===== src/rtl/qdec_pkg.sv =====
`timescale 1ns / 1ps
// Shared types, constants and helper functions for the quadrature decoder.
// No dependencies; imported by qdec_regs, qdec_ctrl, qdec_dp and the top level.
package qdec_pkg;

    localparam int CFG_AW = 4;
    localparam int CFG_DW = 32;

    // Register indexes on the configuration port
    localparam logic [1:0] REG_CPN      = 2'd0;
    localparam logic [1:0] REG_INTERVAL = 2'd1;
    localparam logic [1:0] REG_STEP     = 2'd2;

    localparam logic [4:0] CPN_RESET      = 5'd4;
    localparam logic [7:0] INTERVAL_RESET = 8'd5;
    localparam logic [3:0] STEP_RESET     = 4'd1;

    // Motion codes
    localparam logic [1:0] MOTION_STOP = 2'd0;
    localparam logic [1:0] MOTION_CCW  = 2'd1;
    localparam logic [1:0] MOTION_CW   = 2'd2;

    localparam logic [2:0]         STILL_RELOAD = 3'd4;
    localparam logic [9:0]         DECAY_RELOAD = 10'd800;
    localparam logic signed [10:0] ACC_MAX      = 11'sd1023;

    localparam logic [9:0] THR_1 = 10'd40;
    localparam logic [9:0] THR_2 = 10'd90;
    localparam logic [9:0] THR_3 = 10'd150;
    localparam logic [9:0] THR_4 = 10'd250;
    localparam logic [6:0] ADD_1 = 7'd2;
    localparam logic [6:0] ADD_2 = 7'd4;
    localparam logic [6:0] ADD_3 = 7'd40;
    localparam logic [6:0] ADD_4 = 7'd80;

    typedef struct packed {
        logic [4:0] clicks_per_notch;
        logic [7:0] sample_interval_ms;
        logic [3:0] accel_step;
    } t_cfg;

    typedef struct packed {
        logic start;
        logic fold;
        logic commit;
    } t_cmd;

    typedef struct packed {
        logic fold_done;
    } t_stat;

    function automatic logic [1:0] next_cw(input logic [1:0] q);
        logic [1:0] r;
        case (q)
            2'd0:    r = 2'd2;
            2'd1:    r = 2'd0;
            2'd2:    r = 2'd3;
            default: r = 2'd1;
        endcase
        return r;
    endfunction

    function automatic logic [1:0] next_ccw(input logic [1:0] q);
        logic [1:0] r;
        case (q)
            2'd0:    r = 2'd1;
            2'd1:    r = 2'd3;
            2'd2:    r = 2'd0;
            default: r = 2'd2;
        endcase
        return r;
    endfunction

    // Sum of the threshold increments that an acceleration magnitude passes
    function automatic logic [6:0] extra_coef(input logic [9:0] mag);
        logic [6:0] c;
        c = 7'd0;
        if (mag > THR_1) c = c + ADD_1;
        if (mag > THR_2) c = c + ADD_2;
        if (mag > THR_3) c = c + ADD_3;
        if (mag > THR_4) c = c + ADD_4;
        return c;
    endfunction

endpackage


===== src/rtl/qdec_regs.sv =====
`timescale 1ns / 1ps
// Configuration register file behind the APB-style port.
// Depends on qdec_pkg.
module qdec_regs
    import qdec_pkg::*;
(
    input  logic              i_clk,
    input  logic              i_rst_n,
    input  logic              i_psel,
    input  logic              i_penable,
    input  logic              i_pwrite,
    input  logic [CFG_AW-1:0] i_paddr,
    input  logic [CFG_DW-1:0] i_pwdata,
    output logic [CFG_DW-1:0] o_prdata,
    output t_cfg              o_cfg
);

    t_cfg       r_cfg;
    logic       wr_en;
    logic [1:0] idx;

    assign wr_en = i_psel && i_penable && i_pwrite;
    assign idx   = i_paddr[3:2];

    always_ff @(posedge i_clk) begin
        if (!i_rst_n) begin
            r_cfg.clicks_per_notch   <= CPN_RESET;
            r_cfg.sample_interval_ms <= INTERVAL_RESET;
            r_cfg.accel_step         <= STEP_RESET;
        end else if (wr_en) begin
            unique case (idx)
                REG_CPN:      r_cfg.clicks_per_notch   <= i_pwdata[4:0];
                REG_INTERVAL: r_cfg.sample_interval_ms <= i_pwdata[7:0];
                REG_STEP:     r_cfg.accel_step         <= i_pwdata[3:0];
                default:      ;
            endcase
        end
    end

    always_comb begin
        unique case (idx)
            REG_CPN:      o_prdata = {27'd0, r_cfg.clicks_per_notch};
            REG_INTERVAL: o_prdata = {24'd0, r_cfg.sample_interval_ms};
            REG_STEP:     o_prdata = {28'd0, r_cfg.accel_step};
            default:      o_prdata = '0;
        endcase
    end

    assign o_cfg = r_cfg;

endmodule


===== src/rtl/qdec_ctrl.sv =====
`timescale 1ns / 1ps
// Controller: sequences sample update, notch fold and result hand-off.
// Depends on qdec_pkg.
module qdec_ctrl
    import qdec_pkg::*;
(
    input  logic  i_clk,
    input  logic  i_rst_n,
    input  logic  i_in_valid,
    output logic  o_in_ready,
    output logic  o_out_valid,
    input  logic  i_out_ready,
    input  t_stat i_stat,
    output t_cmd  o_cmd
);

    typedef enum logic [1:0] {
        ST_IDLE = 2'b01,
        ST_FOLD = 2'b10
    } t_state;

    t_state r_state, n_state;
    logic   r_out_valid, n_out_valid;
    logic   slot_free;

    assign slot_free = !r_out_valid || i_out_ready;

    always_comb begin
        n_state = r_state;
        o_cmd   = '0;
        unique case (r_state)
            ST_IDLE: begin
                if (i_in_valid) begin
                    o_cmd.start = 1'b1;
                    n_state     = ST_FOLD;
                end
            end
            ST_FOLD: begin
                if (!i_stat.fold_done) begin
                    o_cmd.fold = 1'b1;
                end else if (slot_free) begin
                    o_cmd.commit = 1'b1;
                    n_state      = ST_IDLE;
                end
            end
            default: n_state = ST_IDLE;
        endcase
    end

    always_comb begin
        n_out_valid = r_out_valid;
        if (i_out_ready) n_out_valid = 1'b0;
        if (o_cmd.commit) n_out_valid = 1'b1;
    end

    always_ff @(posedge i_clk) begin
        if (!i_rst_n) begin
            r_state     <= ST_IDLE;
            r_out_valid <= 1'b0;
        end else begin
            r_state     <= n_state;
            r_out_valid <= n_out_valid;
        end
    end

    assign o_in_ready  = (r_state == ST_IDLE);
    assign o_out_valid = r_out_valid;

endmodule


===== src/rtl/qdec_dp.sv =====
`timescale 1ns / 1ps
// Datapath: decoder state, acceleration, repeated-subtraction notch fold
// and the result register. Depends on qdec_pkg.
module qdec_dp
    import qdec_pkg::*;
(
    input  logic               i_clk,
    input  logic               i_rst_n,
    input  t_cfg               i_cfg,
    input  t_cmd               i_cmd,
    input  logic               i_sw1_level,
    input  logic               i_sw2_level,
    output t_stat              o_stat,
    output logic signed [31:0] o_position,
    output logic signed [11:0] o_notch_delta,
    output logic signed [10:0] o_accel_level,
    output logic [1:0]         o_motion
);

    // Decoder state
    logic [1:0]         r_prev, n_prev;
    logic [2:0]         r_still, n_still;
    logic [1:0]         r_motion, n_motion;
    logic signed [5:0]  r_res;
    logic signed [10:0] r_accel, n_accel;
    logic [9:0]         r_timer, n_timer;
    logic signed [31:0] r_pos;

    // Fold working registers
    logic               r_neg;
    logic [10:0]        r_mag;
    logic [10:0]        r_quot;

    // Result register
    logic signed [31:0] r_out_pos;
    logic signed [11:0] r_out_delta;
    logic signed [10:0] r_out_accel;
    logic [1:0]         r_out_motion;

    logic [1:0]         quad;
    logic signed [11:0] ticks;
    logic [4:0]         cpn;
    logic signed [11:0] delta;

    assign quad = {i_sw1_level, i_sw2_level};
    assign cpn  = (i_cfg.clicks_per_notch == 5'd0) ? 5'd1 : i_cfg.clicks_per_notch;

    always_comb begin
        logic [2:0]         still_dec;
        logic [9:0]         timer_dec;
        logic [9:0]         acc_abs;
        logic [10:0]        extra;
        logic signed [11:0] step;
        n_prev    = r_prev;
        n_still   = r_still;
        n_motion  = r_motion;
        n_accel   = r_accel;
        n_timer   = r_timer;
        step      = 12'sd0;
        still_dec = 3'd0;
        timer_dec = 10'd0;
        acc_abs   = 10'd0;
        extra     = 11'd0;
        if (quad == r_prev) begin
            still_dec = (r_still != 3'd0) ? r_still - 3'd1 : 3'd0;
            n_still   = still_dec;
            if (still_dec == 3'd0) begin
                n_motion  = MOTION_STOP;
                timer_dec = (r_timer > {2'd0, i_cfg.sample_interval_ms})
                          ? r_timer - {2'd0, i_cfg.sample_interval_ms} : 10'd0;
                n_timer   = timer_dec;
                if (timer_dec == 10'd0) n_accel = 11'sd0;
            end
        end else begin
            n_still = STILL_RELOAD;
            n_timer = DECAY_RELOAD;
            n_prev  = quad;
            if (r_accel < 0) begin
                if (r_accel > -ACC_MAX) n_accel = r_accel - 11'sd1;
            end else begin
                if (r_accel < ACC_MAX) n_accel = r_accel + 11'sd1;
            end
            if (r_motion == MOTION_STOP) begin
                if (quad == next_cw(r_prev)) begin
                    n_motion = MOTION_CW;
                    step     = 12'sd1;
                end else if (quad == next_ccw(r_prev)) begin
                    n_motion = MOTION_CCW;
                    step     = -12'sd1;
                end
            end else if (r_motion == MOTION_CW) begin
                if (quad == next_cw(r_prev)) begin
                    if (n_accel <= 0) n_accel = 11'sd1;
                    acc_abs = n_accel[9:0];
                    extra   = {4'd0, extra_coef(acc_abs)} * {7'd0, i_cfg.accel_step};
                    step    = $signed({1'b0, extra}) + 12'sd1;
                end
            end else begin
                if (quad == next_ccw(r_prev)) begin
                    if (n_accel >= 0) n_accel = -11'sd1;
                    acc_abs = 10'(-n_accel);
                    extra   = {4'd0, extra_coef(acc_abs)} * {7'd0, i_cfg.accel_step};
                    step    = -($signed({1'b0, extra}) + 12'sd1);
                end
            end
        end
        ticks = {{6{r_res[5]}}, r_res} + step;
    end

    assign o_stat.fold_done = (r_mag < {6'd0, cpn});
    assign delta = r_neg ? -$signed({1'b0, r_quot}) : $signed({1'b0, r_quot});

    always_ff @(posedge i_clk) begin
        if (!i_rst_n) begin
            r_prev   <= 2'd0;
            r_still  <= 3'd0;
            r_motion <= MOTION_STOP;
            r_res    <= 6'sd0;
            r_accel  <= 11'sd0;
            r_timer  <= 10'd0;
            r_pos    <= 32'sd0;
        end else begin
            if (i_cmd.start) begin
                r_prev   <= n_prev;
                r_still  <= n_still;
                r_motion <= n_motion;
                r_accel  <= n_accel;
                r_timer  <= n_timer;
            end
            if (i_cmd.commit) begin
                r_res <= r_neg ? -$signed({1'b0, r_mag[4:0]}) : $signed({1'b0, r_mag[4:0]});
                r_pos <= r_pos + {{20{delta[11]}}, delta};
            end
        end
    end

    // Fold magnitude toward zero, one subtraction per cycle
    always_ff @(posedge i_clk) begin
        if (i_cmd.start) begin
            r_neg  <= ticks[11];
            r_mag  <= ticks[11] ? 11'(-ticks) : ticks[10:0];
            r_quot <= 11'd0;
        end else if (i_cmd.fold) begin
            r_mag  <= r_mag - {6'd0, cpn};
            r_quot <= r_quot + 11'd1;
        end
    end

    always_ff @(posedge i_clk) begin
        if (i_cmd.commit) begin
            r_out_pos    <= r_pos + {{20{delta[11]}}, delta};
            r_out_delta  <= delta;
            r_out_accel  <= r_accel;
            r_out_motion <= r_motion;
        end
    end

    assign o_position    = r_out_pos;
    assign o_notch_delta = r_out_delta;
    assign o_accel_level = r_out_accel;
    assign o_motion      = r_out_motion;

endmodule


===== src/rtl/quadrature_decoder_with_accel.sv =====
`timescale 1ns / 1ps
// Quadrature encoder decoder with acceleration: top level.
// Depends on qdec_pkg, qdec_regs, qdec_ctrl and qdec_dp.
//
// Each sample of the two switch levels yields one result: notch position,
// notches added, signed acceleration count and motion state. The fold unit
// divides |ticks| by clicks_per_notch, subtracting clicks_per_notch once per
// cycle; the quotient N = |ticks| / clicks_per_notch is up to about 1900 with
// clicks_per_notch 1, accel_step 15 and maximum acceleration. The result then
// enters the output register. The next sample is taken the cycle after the
// result enters the output register, so a new sample is not accepted while
// one is being folded; the output register holds a result until the sink
// takes it, and a folded sample waits for that slot. Write configuration only
// while idle.
module quadrature_decoder_with_accel
    import qdec_pkg::*;
(
    input  logic              i_clk,
    input  logic              i_rst_n,
    // APB-style configuration port
    input  logic              psel,
    input  logic              penable,
    input  logic              pwrite,
    input  logic [CFG_AW-1:0] paddr,
    input  logic [CFG_DW-1:0] pwdata,
    output logic [CFG_DW-1:0] prdata,
    output logic              pready,
    // sample input
    input  logic              s_axis_tvalid,
    output logic              s_axis_tready,
    input  logic [7:0]        s_axis_tdata,  // [0] sw1_level, [1] sw2_level, rest zero
    // result output
    output logic              m_axis_tvalid,
    input  logic              m_axis_tready,
    output logic [63:0]       m_axis_tdata   // [31:0] position, [43:32] notch_delta,
                                             // [54:44] accel_level, [56:55] motion
);

    t_cfg               cfg;
    t_cmd               cmd;
    t_stat              stat;
    logic signed [31:0] position;
    logic signed [11:0] notch_delta;
    logic signed [10:0] accel_level;
    logic [1:0]         motion;

    assign pready = 1'b1;

    qdec_regs u_regs (
        .i_clk     (i_clk),
        .i_rst_n   (i_rst_n),
        .i_psel    (psel),
        .i_penable (penable),
        .i_pwrite  (pwrite),
        .i_paddr   (paddr),
        .i_pwdata  (pwdata),
        .o_prdata  (prdata),
        .o_cfg     (cfg)
    );

    qdec_ctrl u_ctrl (
        .i_clk       (i_clk),
        .i_rst_n     (i_rst_n),
        .i_in_valid  (s_axis_tvalid),
        .o_in_ready  (s_axis_tready),
        .o_out_valid (m_axis_tvalid),
        .i_out_ready (m_axis_tready),
        .i_stat      (stat),
        .o_cmd       (cmd)
    );

    qdec_dp u_dp (
        .i_clk         (i_clk),
        .i_rst_n       (i_rst_n),
        .i_cfg         (cfg),
        .i_cmd         (cmd),
        .i_sw1_level   (s_axis_tdata[0]),
        .i_sw2_level   (s_axis_tdata[1]),
        .o_stat        (stat),
        .o_position    (position),
        .o_notch_delta (notch_delta),
        .o_accel_level (accel_level),
        .o_motion      (motion)
    );

    assign m_axis_tdata = {7'd0, motion, accel_level, notch_delta, position};

endmodule


===== config.mk =====
export PLATFORM = sky130hd
export DESIGN_NAME = quadrature_decoder_with_accel
export DESIGN_NICKNAME = d
export VERILOG_FILES = /design/src/rtl/qdec_pkg.sv /design/src/rtl/qdec_regs.sv /design/src/rtl/qdec_ctrl.sv /design/src/rtl/qdec_dp.sv /design/src/rtl/quadrature_decoder_with_accel.sv
export SDC_FILE = /design/constraint.sdc
export NUM_CORES = 1
export LEC_CHECK = 0
export ABC_AREA = 0
export BUFFER_PORTS_ARGS = -buffer_cell sky130_fd_sc_hd__buf_2
export CORE_MARGIN = 5
export CORE_UTILIZATION = 42
export CTS_CLUSTER_DIAMETER = 80
export CTS_CLUSTER_SIZE = 30
export DETAILED_ROUTE_END_ITERATION = 10
export PLACE_DENSITY = 0.72
export SLEW_MARGIN = 25
export SYNTH_ARGS = -nofsm -noshare
export SYNTH_HDL_FRONTEND = slang
export SYNTH_SLANG_ARGS = --single-unit

===== constraint.sdc =====
create_clock -name i_clk -period 7.4 [get_ports i_clk]
set_input_delay 1.48 -clock i_clk [delete_from_list [all_inputs] [get_ports i_clk]]
set_output_delay 1.48 -clock i_clk [all_outputs]
set_load 0.005 [all_outputs]

==> results by group, run 1 <==
CTS
  • # hold bufs at CTS: 0
  • Clock sinks: 166
  • Clock H-tree levels: 4
  • Reg clk slew, reported paths: 0.07 ns
  • Clock Path Buffers: 2
  • Root Buffer: clkbuf_16
  • Clock latency on the worst-skew pair: 0.43 ns
  • CTS tree: yes
  • CTS Buf Count: 17

Power and ir drop
  • Switching share of power: 0.3140
  • Pwr per Cell Area: 161.2 nW/um^2
  • Clk pwr share: 0.354
  • Worst vdd ir: 0.1369 mV
  • Internal Pwr Total: 0.001671 W
  • Combinational power share: 0.232
  • Leakage: 6.539 nW
  • Switching pwr: 0.0007649 W
  • Sequential share of power: 0.415

GRT
  • First-pass GRT wire length: 50790 microns
  • Global-route usage over all layers: 0.1813
  • Vias in the first global route: 10.57k
  • Pin count of the biggest net entering global routing: 64
  • Initial antenna violation count: 2
  • Grt total ovfl: 0

STA
  • Setup ws final: -0.08482 ns
  • Fmax achieved: 0.1336 GHz
  • Final period util: 1.011
  • Max-slew violations: 0
  • Final hold violations: 0
  • Clock Skews: 0.009991 ns
  • Min Tclk post-route: 7.485 ns
  • Max-slew headroom: 0.3439
  • Worst-margin pin slew: 0.9766 ns
  • RSZ-0062 raised after global routing: true
  • Final setup vio count: 7

Worst hold path
  • Hold crit path type: flip-flop to flip-flop

Synth
  • Post-synthesis async set-or-reset flop share: 0
  • Post-synthesis cell type count: 97
  • Prevailing post-synth register cell: dfxtp_1
  • Post-Synth Adder-Cell Area: 0.1279
  • Multiplexer area fraction after synthesis: 0.02434
  • Largest family of logic cells by synthesized area: simple AND/OR/NAND/NOR gates
  • Post-Syn Area: 12440 sq um
  • Yosys reg bits: 166
  • Post-synthesis xor/xnor area fraction: 0.05914
  • Simple-gate area share of the yosys netlist: 0.2040
  • Mapped Cells: 1442
  • Compound-Gate Fraction of Synth Area: 0.1906
  • Seq/Total Area, Yosys: 0.3227
  • Syn Area/Cell: 8.627 sq um
  • Number of flops mapped to enable cells by yosys: 69
  • Ys Warns: 0

Worst setup path
  • Critical path arrival: 7.64 ns
  • Worst setup path class: flip-flop to flip-flop
  • CP Max Fanout: 6
  • Critical Path Max Stage Delay: 0.50 ns
  • Worst Setup End Kind: flip-flop
  • Cell mode on critical path: nor2_1
  • Worst endpoint required time: 7.56 ns
  • Nature of the critical path startpoint: flip-flop
  • Critical path's slowest cell: fa_1

Drt
  • Vias: 11.05k
  • Avg WL per Cell: 15.41 microns
  • First-pass DRT Iterations: 5
  • DRT Wirelength: 31230 microns
  • Post-route DRC: 0
  • Post-DRT Antenna Nets: 0
  • Vias per std cell: 5.452
  • Starting DRT DRC Count: 887

Cells and area
  • Finished Layout Cells: 2026
  • Area Overhead vs Synth: 21.46%
  • Antenna fix cells: 0
  • Total Nets Final: 1789
  • Ratio of cells with drive above 1 in the final layout: 0.2194
  • Fin util: 0.5139

Place
  • DP Wirelength: 22670 microns
  • Pre-CTS setup slack: -0.1675 ns
  • Gpl congestion: 0.9324
  • Placed Cells: 1982
  • I/O Buffers: 85

Floorplan
  • I/O Pins: 150
  • Die area: 33160 sq um
  • Rows: 63
  • Core Area: 29400 sq um
  • Starting Density: 0.4231
  • Chip width: 182.1 microns
  • Die H: 182.1 microns

Status
  • Status: complete, but fails checks
  • Failing checks: negative setup slack

Run
  • Max-Cap Viols: 0
## Yosys cell counts (9+ instances only)
library cell	number	share of area
nand2_1	144	0.043
nor2_1	127	0.038
inv_1	104	0.031
dfxtp_1	97	0.16
ha_1	96	0.097
a21oi_1	79	0.032
edfxtp_1	69	0.17
o21ai_0	64	0.026
xnor2_1	62	0.044
clkbuf_1	44	0.013
nand3_1	37	0.015
buf_4	34	0.021
mux2i_1	28	0.023
nor3_1	28	0.011
or3_1	25	0.013
and2_1	24	0.012
nor2b_1	24	0.012
xor2_1	22	0.015
a21o_1	20	0.012
fa_1	19	0.031
nand4_1	19	0.0096
a211oi_1	18	0.011
and3_1	15	0.0075
a21boi_0	13	0.0078
o31ai_1	12	0.0072
nand2b_1	11	0.0055
o21bai_1	11	0.0066
a31oi_1	10	0.0050
o211ai_1	9	0.0054
o21a_1	9	0.0054
## stage by stage
step	hold slack [ns]	power [W]	setup TNS (ns)	cell area, sq um
global route	0.4842	0.002544	-3.630	15110
global placement	0.4460	0.001499	-0.4027	14060
floorplan	0.4064	0.001374	0	12690
detailed placement	0.4539	0.001513	-0.9095	14060
finish	0.4634	0.002436	-0.3410	15110
CTS	0.4632	0.002384	0	14740
## flip-flops by register name (all words and copies together) (netlist names), 3 cells and up
register / flops
u_dp.o_accel_level: 11
u_dp.o_notch_delta: 12
u_dp.o_position: 32
u_dp.r_accel: 11
u_dp.r_mag: 11
u_dp.r_pos: 32
u_dp.r_quot: 11
u_dp.r_res: 6
u_dp.r_still: 3
u_dp.r_timer: 10
u_regs.o_cfg: 17
## cells by family (layout without fill, tap and decap cells)
logic type / after synthesis / in the layout
mux: 30 / 30
other cells: 2 / 32
compound gates: 339 / 339
xor+xnor: 84 / 85
buf+inv: 196 / 359
flops: 166 / 166
simple gates: 509 / 509
fa+ha+maj: 116 / 116
## power by group through the flow
stage	clock, W	combinational, W	sequential [W]
after CTS	0.000874	0.000501	0.00101
final	0.000861	0.000565	0.00101
after global placement	0	0.000471	0.00103
after global routing	0.000912	0.000619	0.00101
after floorplan	0	0.000355	0.00102
after detailed placement	0	0.000483	0.00103
## layer usage
layer,share of wire,global-route usage,vias to the layer above,routed length [microns]
met5,0,0,-,0
met1,0.46,0.2404,5256,14320
met4,0.018,0.05284,0,554
met2,0.48,0.3086,283,15000
li1,-,-,5461,-
met3,0.043,0.02591,45,1345
## path summary, 6_finish.rpt
kind	startpoint	end	slack, ns	depth (start not counted)
min reg2reg	u_dp.r_res[0]	u_dp.r_res[0]	0.46	2
max	u_dp.r_accel[5]	u_dp.r_mag[5]	-0.08	33
min	u_dp.r_res[0]	u_dp.r_res[0]	0.46	2
max reg2reg	u_dp.r_accel[5]	u_dp.r_mag[5]	-0.08	33
## layout by cell type, fill, tap and decap left out, types with 20 or more instances in the layout
| master | netlist | routed |
|---|---|---|
| buf_4 | 34 | 126 |
| nand2_1 | 144 | 143 |
| o21ai_0 | 64 | 58 |
| dfxtp_1 | 97 | 92 |
| conb_1 | 2 | 32 |
| mux2i_1 | 28 | 28 |
| buf_2 | 7 | 85 |
| inv_1 | 104 | 98 |
| nor3_1 | 28 | 27 |
| nand3_1 | 37 | 32 |
| and2_1 | 24 | 23 |
| a21oi_1 | 79 | 73 |
| edfxtp_1 | 69 | 69 |
| ha_1 | 96 | 91 |
| nor2_1 | 127 | 125 |
| a21o_1 | 20 | 20 |
| or3_1 | 25 | 23 |
| xnor2_1 | 62 | 60 |
| nor2b_1 | 24 | 24 |
## area by class of cell
cell class	count	area, sq um
timing repair buffer	221	1501
clock inverter	15	137.6
multi-input combinational	1111	8130
fill	2685	14290
inverter	106	404.1
tap	390	488.0
sequential	166	4023
clock buffer	17	425.4
## critical path, delay by kind of cell, from the launching register on
family | cells | cell delay (ns)
AOI/OAI and AO/OA | 12 | 2.76
DFF | 1 | 0.37
adders and majority gates | 5 | 1.66
buffers and inverters | 4 | 0.39
and+or+nand+nor | 10 | 1.71
xor gates and xnor gates | 2 | 0.31
## what timing repair did
item | 4_1_cts | 5_1_grt
hold endpoints to repair | 0 | 0
resized for setup | 12 | 65
gates cloned | 0 | 1
buffers inserted | 6 | 5
endpoints found under the setup margin | 10 | 10
pin swaps | 7 | 42
Power figures use the tool's default switching activity.
==> inputs of run 2 (changes only) <==
SKIP_CTS_REPAIR_TIMING = 1   (was unset)
==> results by group, run 2 (same netlist as run 1, synthesis figures left out) <==
Drt
  • Vias per std cell: 5.467 (+0.29%)
  • First-pass DRT Iterations: 5 (unchanged)
  • Post-route DRC: 0 (unchanged)
  • Avg WL per Cell: 15.46 microns (+0.28%)
  • Starting DRT DRC Count: 864 (-2.6%)
  • Post-DRT Antenna Nets: 0 (unchanged)
  • Vias: 11.07k (+0.19%)
  • DRT Wirelength: 31280 microns (+0.18%)

Power and ir drop
  • Pwr per Cell Area: 161.8 nW/um^2 (+0.33%)
  • Tot Pwr: 0.002431 W (-0.22%)
  • Leakage: 6.521 nW (-0.27%)
  • Worst vdd ir: 0.1319 mV (-3.6%)

Worst setup path
  • Nature of the critical path startpoint: flip-flop
  • Reg2Reg Depth: 33 (unchanged)
  • Reg2reg setup slack: -0.11 ns (-0.02 ns)
  • Worst setup path class: flip-flop to flip-flop
  • CP Max Fanout: 6 (unchanged)
  • Cell mode on critical path: nor2_1
  • Critical Path Max Stage Delay: 0.50 ns (about the same)
  • Critical path's slowest cell: fa_1
  • Worst endpoint required time: 7.59 ns (+0.03 ns)
  • Worst Setup End Kind: flip-flop
  • Reg2Reg Launch Point: u_dp.r_accel[7]
  • RR Endpoint: u_dp.r_mag[3]
  • Critical path arrival: 7.70 ns (+0.06 ns)
  • Worst Setup EP: u_dp.r_mag[3]
  • Crit path launch: u_dp.r_accel[7]

STA
  • Max-slew violations: 0 (unchanged)
  • Final period util: 1.015 (+0.003372)
  • Worst-margin pin slew: 0.9883 ns (+0.01164 ns)
  • Clock Skews: 0.01159 ns (+0.001600 ns)
  • Final hold violations: 0 (unchanged)
  • Max-slew headroom: 0.3361 (-0.007820)
  • Final setup vio count: 8 (+1)
  • Setup ws final: -0.1098 ns (-0.02495 ns)
  • Fmax achieved: 0.1332 GHz (-0.33%)
  • RSZ-0062 raised after global routing: true
  • Min Tclk post-route: 7.510 ns (+0.02495 ns)

Place
  • I/O Buffers: 85 (unchanged)
  • Gpl congestion: 0.9324 (unchanged)
  • DP Wirelength: 22670 microns (unchanged)

CTS
  • Clock latency on the worst-skew pair: 0.44 ns (about the same)
  • Reg clk slew, reported paths: 0.07 ns (about the same)
  • Clock Path Buffers: 2 (unchanged)
  • Clock sinks: 166 (unchanged)
  • CTS Buf Count: 17 (unchanged)
  • Clock H-tree levels: 4 (unchanged)
  • Root Buffer: clkbuf_16
  • CTS tree: yes

Cells and area
  • Most frequent cells in the layout: nand2_1, buf_4, nor2_1
  • Most common cell after layout, fill and taps aside: nand2_1
  • Multi-input logic area: 8077 sq um (-0.66%)
  • Sequential Area: 4023 sq um (unchanged)
  • Fillers: 2687 (+0.074%)
  • Ratio of cells with drive above 1 in the final layout: 0.2136 (-0.005851)
  • Area Overhead vs Synth: 20.80%
  • Fin util: 0.5111 (-0.002808)
  • Antenna fix cells: 0 (unchanged)
  • Total Nets Final: 1787 (-0.11%)

Floorplan
  • Die area: 33160 sq um (unchanged)
  • Chip width: 182.1 microns (unchanged)
  • Die H: 182.1 microns (unchanged)
  • Starting Density: 0.4231 (unchanged)
  • Core Area: 29400 sq um (unchanged)
  • I/O Pins: 150 (unchanged)
  • Rows: 63 (unchanged)

Run
  • Max-Cap Viols: 0 (unchanged)

Status
  • Failing checks: negative setup slack
  • Status: complete, but fails checks

GRT
  • Vias in the first global route: 10.51k (-0.53%)
  • Global-route usage over all layers: 0.1801 (-0.001220)
  • Pin count of the biggest net entering global routing: 64 (unchanged)
  • First-pass GRT wire length: 50450 microns (-0.67%)
  • Grt total ovfl: 0 (unchanged)
  • Initial antenna violation count: 2 (unchanged)

Worst hold path
  • Hold crit path type: flip-flop to flip-flop
[run 2: changes by cell type in the layout (fill, tap and decap cells not counted), sizes merged]
cell  change
buf       -2
[run 2: critical path, delay by kind of cell, from the launching register on]
kind            cells  cell delay (ns)
compound gates     12             2.68
fa+ha+maj           5             1.69
simple gates       10             1.68
xor+xnor            2             0.44
buf+inv             4             0.39
flops               1             0.36
[run 2: cell type report]
cell class                      count  share of cell area
Timing Repair Buffer              219             0.09817
Sequential cell                   166              0.2677
Clock inverter                     15            0.009159
Multi-Input combinational cell   1111              0.5375
Clock buffer                       17             0.02831
Tap cell                          390             0.03247
Inverter                          106             0.02673
[run 2: worst min path at each step]
stage	start	to	cells past startpoint
after floorplan	u_dp.r_accel[9]	u_dp.o_accel_level[9]	0
after global placement	u_dp.r_pos[0]	u_dp.r_pos[0]	2
after detailed placement	u_dp.r_pos[21]	u_dp.r_pos[21]	2
after CTS	u_dp.r_pos[21]	u_dp.r_pos[21]	2
after global routing	u_dp.r_pos[21]	u_dp.r_pos[21]	2
final	u_dp.r_pos[21]	u_dp.r_pos[21]	2
[run 2: report_power, final]
group / internal [W] / switching, W / leakage [nW] / total [W]
Sequential: 0.000982 / 0.0000285 / 1.41 / 0.00101
Combinational: 0.000239 / 0.000319 / 4.84 / 0.000558
Clock: 0.000444 / 0.000418 / 0.275 / 0.000862
[run 2: routing by layer]
metal	part of all wire	up-vias	wire length, microns	track usage
met4	0.018	0	561	0.05224
met3	0.046	45	1453	0.02531
met2	0.48	299	15030	0.3053
met5	0	-	0	0
li1	-	5441	-	-
met1	0.46	5281	14240	0.2401
[run 2: through the flow]
stage          hold slack (ns)  cell area, sq um  setup TNS [ns]  std cells  setup slack (ns)
6_report                0.4615             15030         -0.5221       2024           -0.1098
3_3_place_gp            0.4460             14060         -0.4027       1982           -0.1006
5_1_grt                 0.4842             15030          -3.664       2024           -0.4373
4_1_cts                 0.4632             14630          -1.646       2014           -0.2498
2_1_floorplan           0.4064             12690               0       1472           0.03943
3_5_place_dp            0.4539             14060         -0.9095       1982           -0.1675
==> inputs of run 3 (changes only) <==
PLACE_DENSITY = 0.59   (was 0.72)
==> results by group, run 3 (same netlist as run 1, synthesis figures left out) <==
STA
  • RSZ-0062 raised after global routing: true
  • Setup ws final: -0.01656 ns (+0.09321 ns)
  • Final period util: 1.002 (-0.01260)
  • Clock Skews: 0.01328 ns (+0.001687 ns)
  • Final setup vio count: 3 (-5)
  • Final hold violations: 0 (unchanged)
  • Fmax achieved: 0.1348 GHz (+1.3%)
  • Worst-margin pin slew: 0.9827 ns (-0.005557 ns)
  • Max-slew violations: 0 (unchanged)
  • Max-slew headroom: 0.3398 (+0.003733)
  • Setup TNS: -0.04376 ns (+0.4783 ns)
  • Min Tclk post-route: 7.417 ns (-0.09321 ns)

Cells and area
  • Most frequent cells in the layout: nand2_1, buf_4, nor2_1
  • Ratio of cells with drive above 1 in the final layout: 0.2153 (+0.001751)
  • Total Nets Final: 1783 (-0.22%)
  • Area Overhead vs Synth: 21.13%
  • Antenna fix cells: 0 (unchanged)
  • Most common cell after layout, fill and taps aside: nand2_1

CTS
  • CTS tree: yes
  • Reg clk slew, reported paths: 0.07 ns (about the same)
  • Clock sinks: 166 (unchanged)
  • Clock Path Buffers: 2 (unchanged)
  • CTS Buf Count: 17 (unchanged)
  • Root Buffer: clkbuf_16
  • Clock H-tree levels: 4 (unchanged)
  • Clock latency on the worst-skew pair: 0.44 ns (about the same)

Status
  • Failing checks: negative setup slack
  • Status: complete, but fails checks

GRT
  • Initial antenna violation count: 0 (-2)
  • Pin count of the biggest net entering global routing: 59 (-7.8%)
  • First-pass GRT wire length: 51680 microns (+2.4%)
  • Global-route usage over all layers: 0.1863 (+0.006174)
  • Vias in the first global route: 10.44k (-0.74%)
  • Grt total ovfl: 0 (unchanged)

Floorplan
  • Rows: 63 (unchanged)
  • Core Area: 29400 sq um (unchanged)
  • Die area: 33160 sq um (unchanged)
  • Chip width: 182.1 microns (unchanged)
  • Die H: 182.1 microns (unchanged)
  • I/O Pins: 150 (unchanged)
  • Starting Density: 0.4231 (unchanged)

Power and ir drop
  • Pwr per Cell Area: 164.6 nW/um^2 (+1.7%)
  • Leakage: 6.510 nW (-0.17%)
  • Tot Pwr: 0.002480 W (+2.0%)
  • Worst vdd ir: 0.1482 mV (+12%)

Place
  • I/O Buffers: 85 (unchanged)
  • Gpl congestion: 0.8927 (-4.3%)
  • DP Wirelength: 23480 microns (+3.6%)
  • Pre-CTS setup slack: -0.1833 ns (-0.01584 ns)

Drt
  • Avg WL per Cell: 15.72 microns (+1.7%)
  • Vias: 10.93k (-1.2%)
  • Post-DRT Antenna Nets: 0 (unchanged)
  • Starting DRT DRC Count: 709 (-18%)
  • Post-route DRC: 0 (unchanged)
  • Vias per std cell: 5.410 (-1.0%)
  • DRT Wirelength: 31760 microns (+1.5%)
  • First-pass DRT Iterations: 5 (unchanged)

Worst setup path
  • Worst Setup End Kind: flip-flop
  • CP Max Fanout: 8 (+2)
  • Worst setup path class: flip-flop to flip-flop
  • Worst endpoint required time: 7.60 ns (about the same)
  • Nature of the critical path startpoint: flip-flop
  • Critical path arrival: 7.62 ns (-0.08 ns)
  • Critical Path Max Stage Delay: 0.55 ns (+0.05 ns)
  • Critical path's slowest cell: or4_4

Run
  • Max-Cap Viols: 0 (unchanged)

Worst hold path
  • Hold crit path type: flip-flop to flip-flop
[run 3: area by class of cell]
class / count / area, sq um
Sequential cell: 166 / 4028
Clock inverter: 14 / 182.7
Inverter: 106 / 402.9
Timing Repair Buffer: 215 / 1429
Tap cell: 390 / 488.0
Clock buffer: 18 / 439.2
Fill cell: 2766 / 14330
Multi-Input combinational cell: 1111 / 8099
[run 3: metrics by stage]
stage                     utilization  instance area [sq um]  hold slack, ns  instances
after floorplan                     -                  12690          0.4064       1472
after global placement         0.4753                  13980          0.4467       1972
after detailed placement       0.4755                  13980          0.4523       1972
after CTS                      0.4967                  14600          0.4630       2004
after global routing           0.5125                  15070          0.4911       2020
final                          0.5125                  15070          0.4629       2020
[run 3: worst paths after layout]
path | startpoint | end | slack (ns) | depth (start not counted)
setup / recovery | u_dp.r_accel[4] | u_dp.r_mag[2] | -0.02 | 28
hold / removal | u_dp.r_pos[2] | u_dp.r_pos[2] | 0.46 | 2
setup reg to reg | u_dp.r_accel[4] | u_dp.r_mag[2] | -0.02 | 28
hold reg to reg | u_dp.r_pos[2] | u_dp.r_pos[2] | 0.46 | 2
[run 3: where the power goes]
part	switching (W)	internal, W	leakage (nW)	total (W)
Combinational	0.000303	0.000234	4.80	0.000536
Sequential	0.0000282	0.000981	1.41	0.00101
Clock	0.000438	0.000496	0.300	0.000934
[run 3: routing by layer]
metal  part of all wire  global-route usage  up-vias
met5                  0                   0        -
met4              0.022             0.05494        0
met3              0.040             0.02810       43
met2               0.47              0.3071      242
met1               0.47              0.2541     5204
li1                   -                   -     5440
[run 3: worst max-delay path: cells and delay by family, from the launching register on]
family                   cells  cell delay (ns)
AO/OA/AOI/OAI                9             2.19
XOR/XNOR                     2             0.29
adder cells (fa/ha/maj)      5             1.74
buffers and inverters        3             0.34
flip-flops                   1             0.38
AND/OR/NAND/NOR              9             2.24
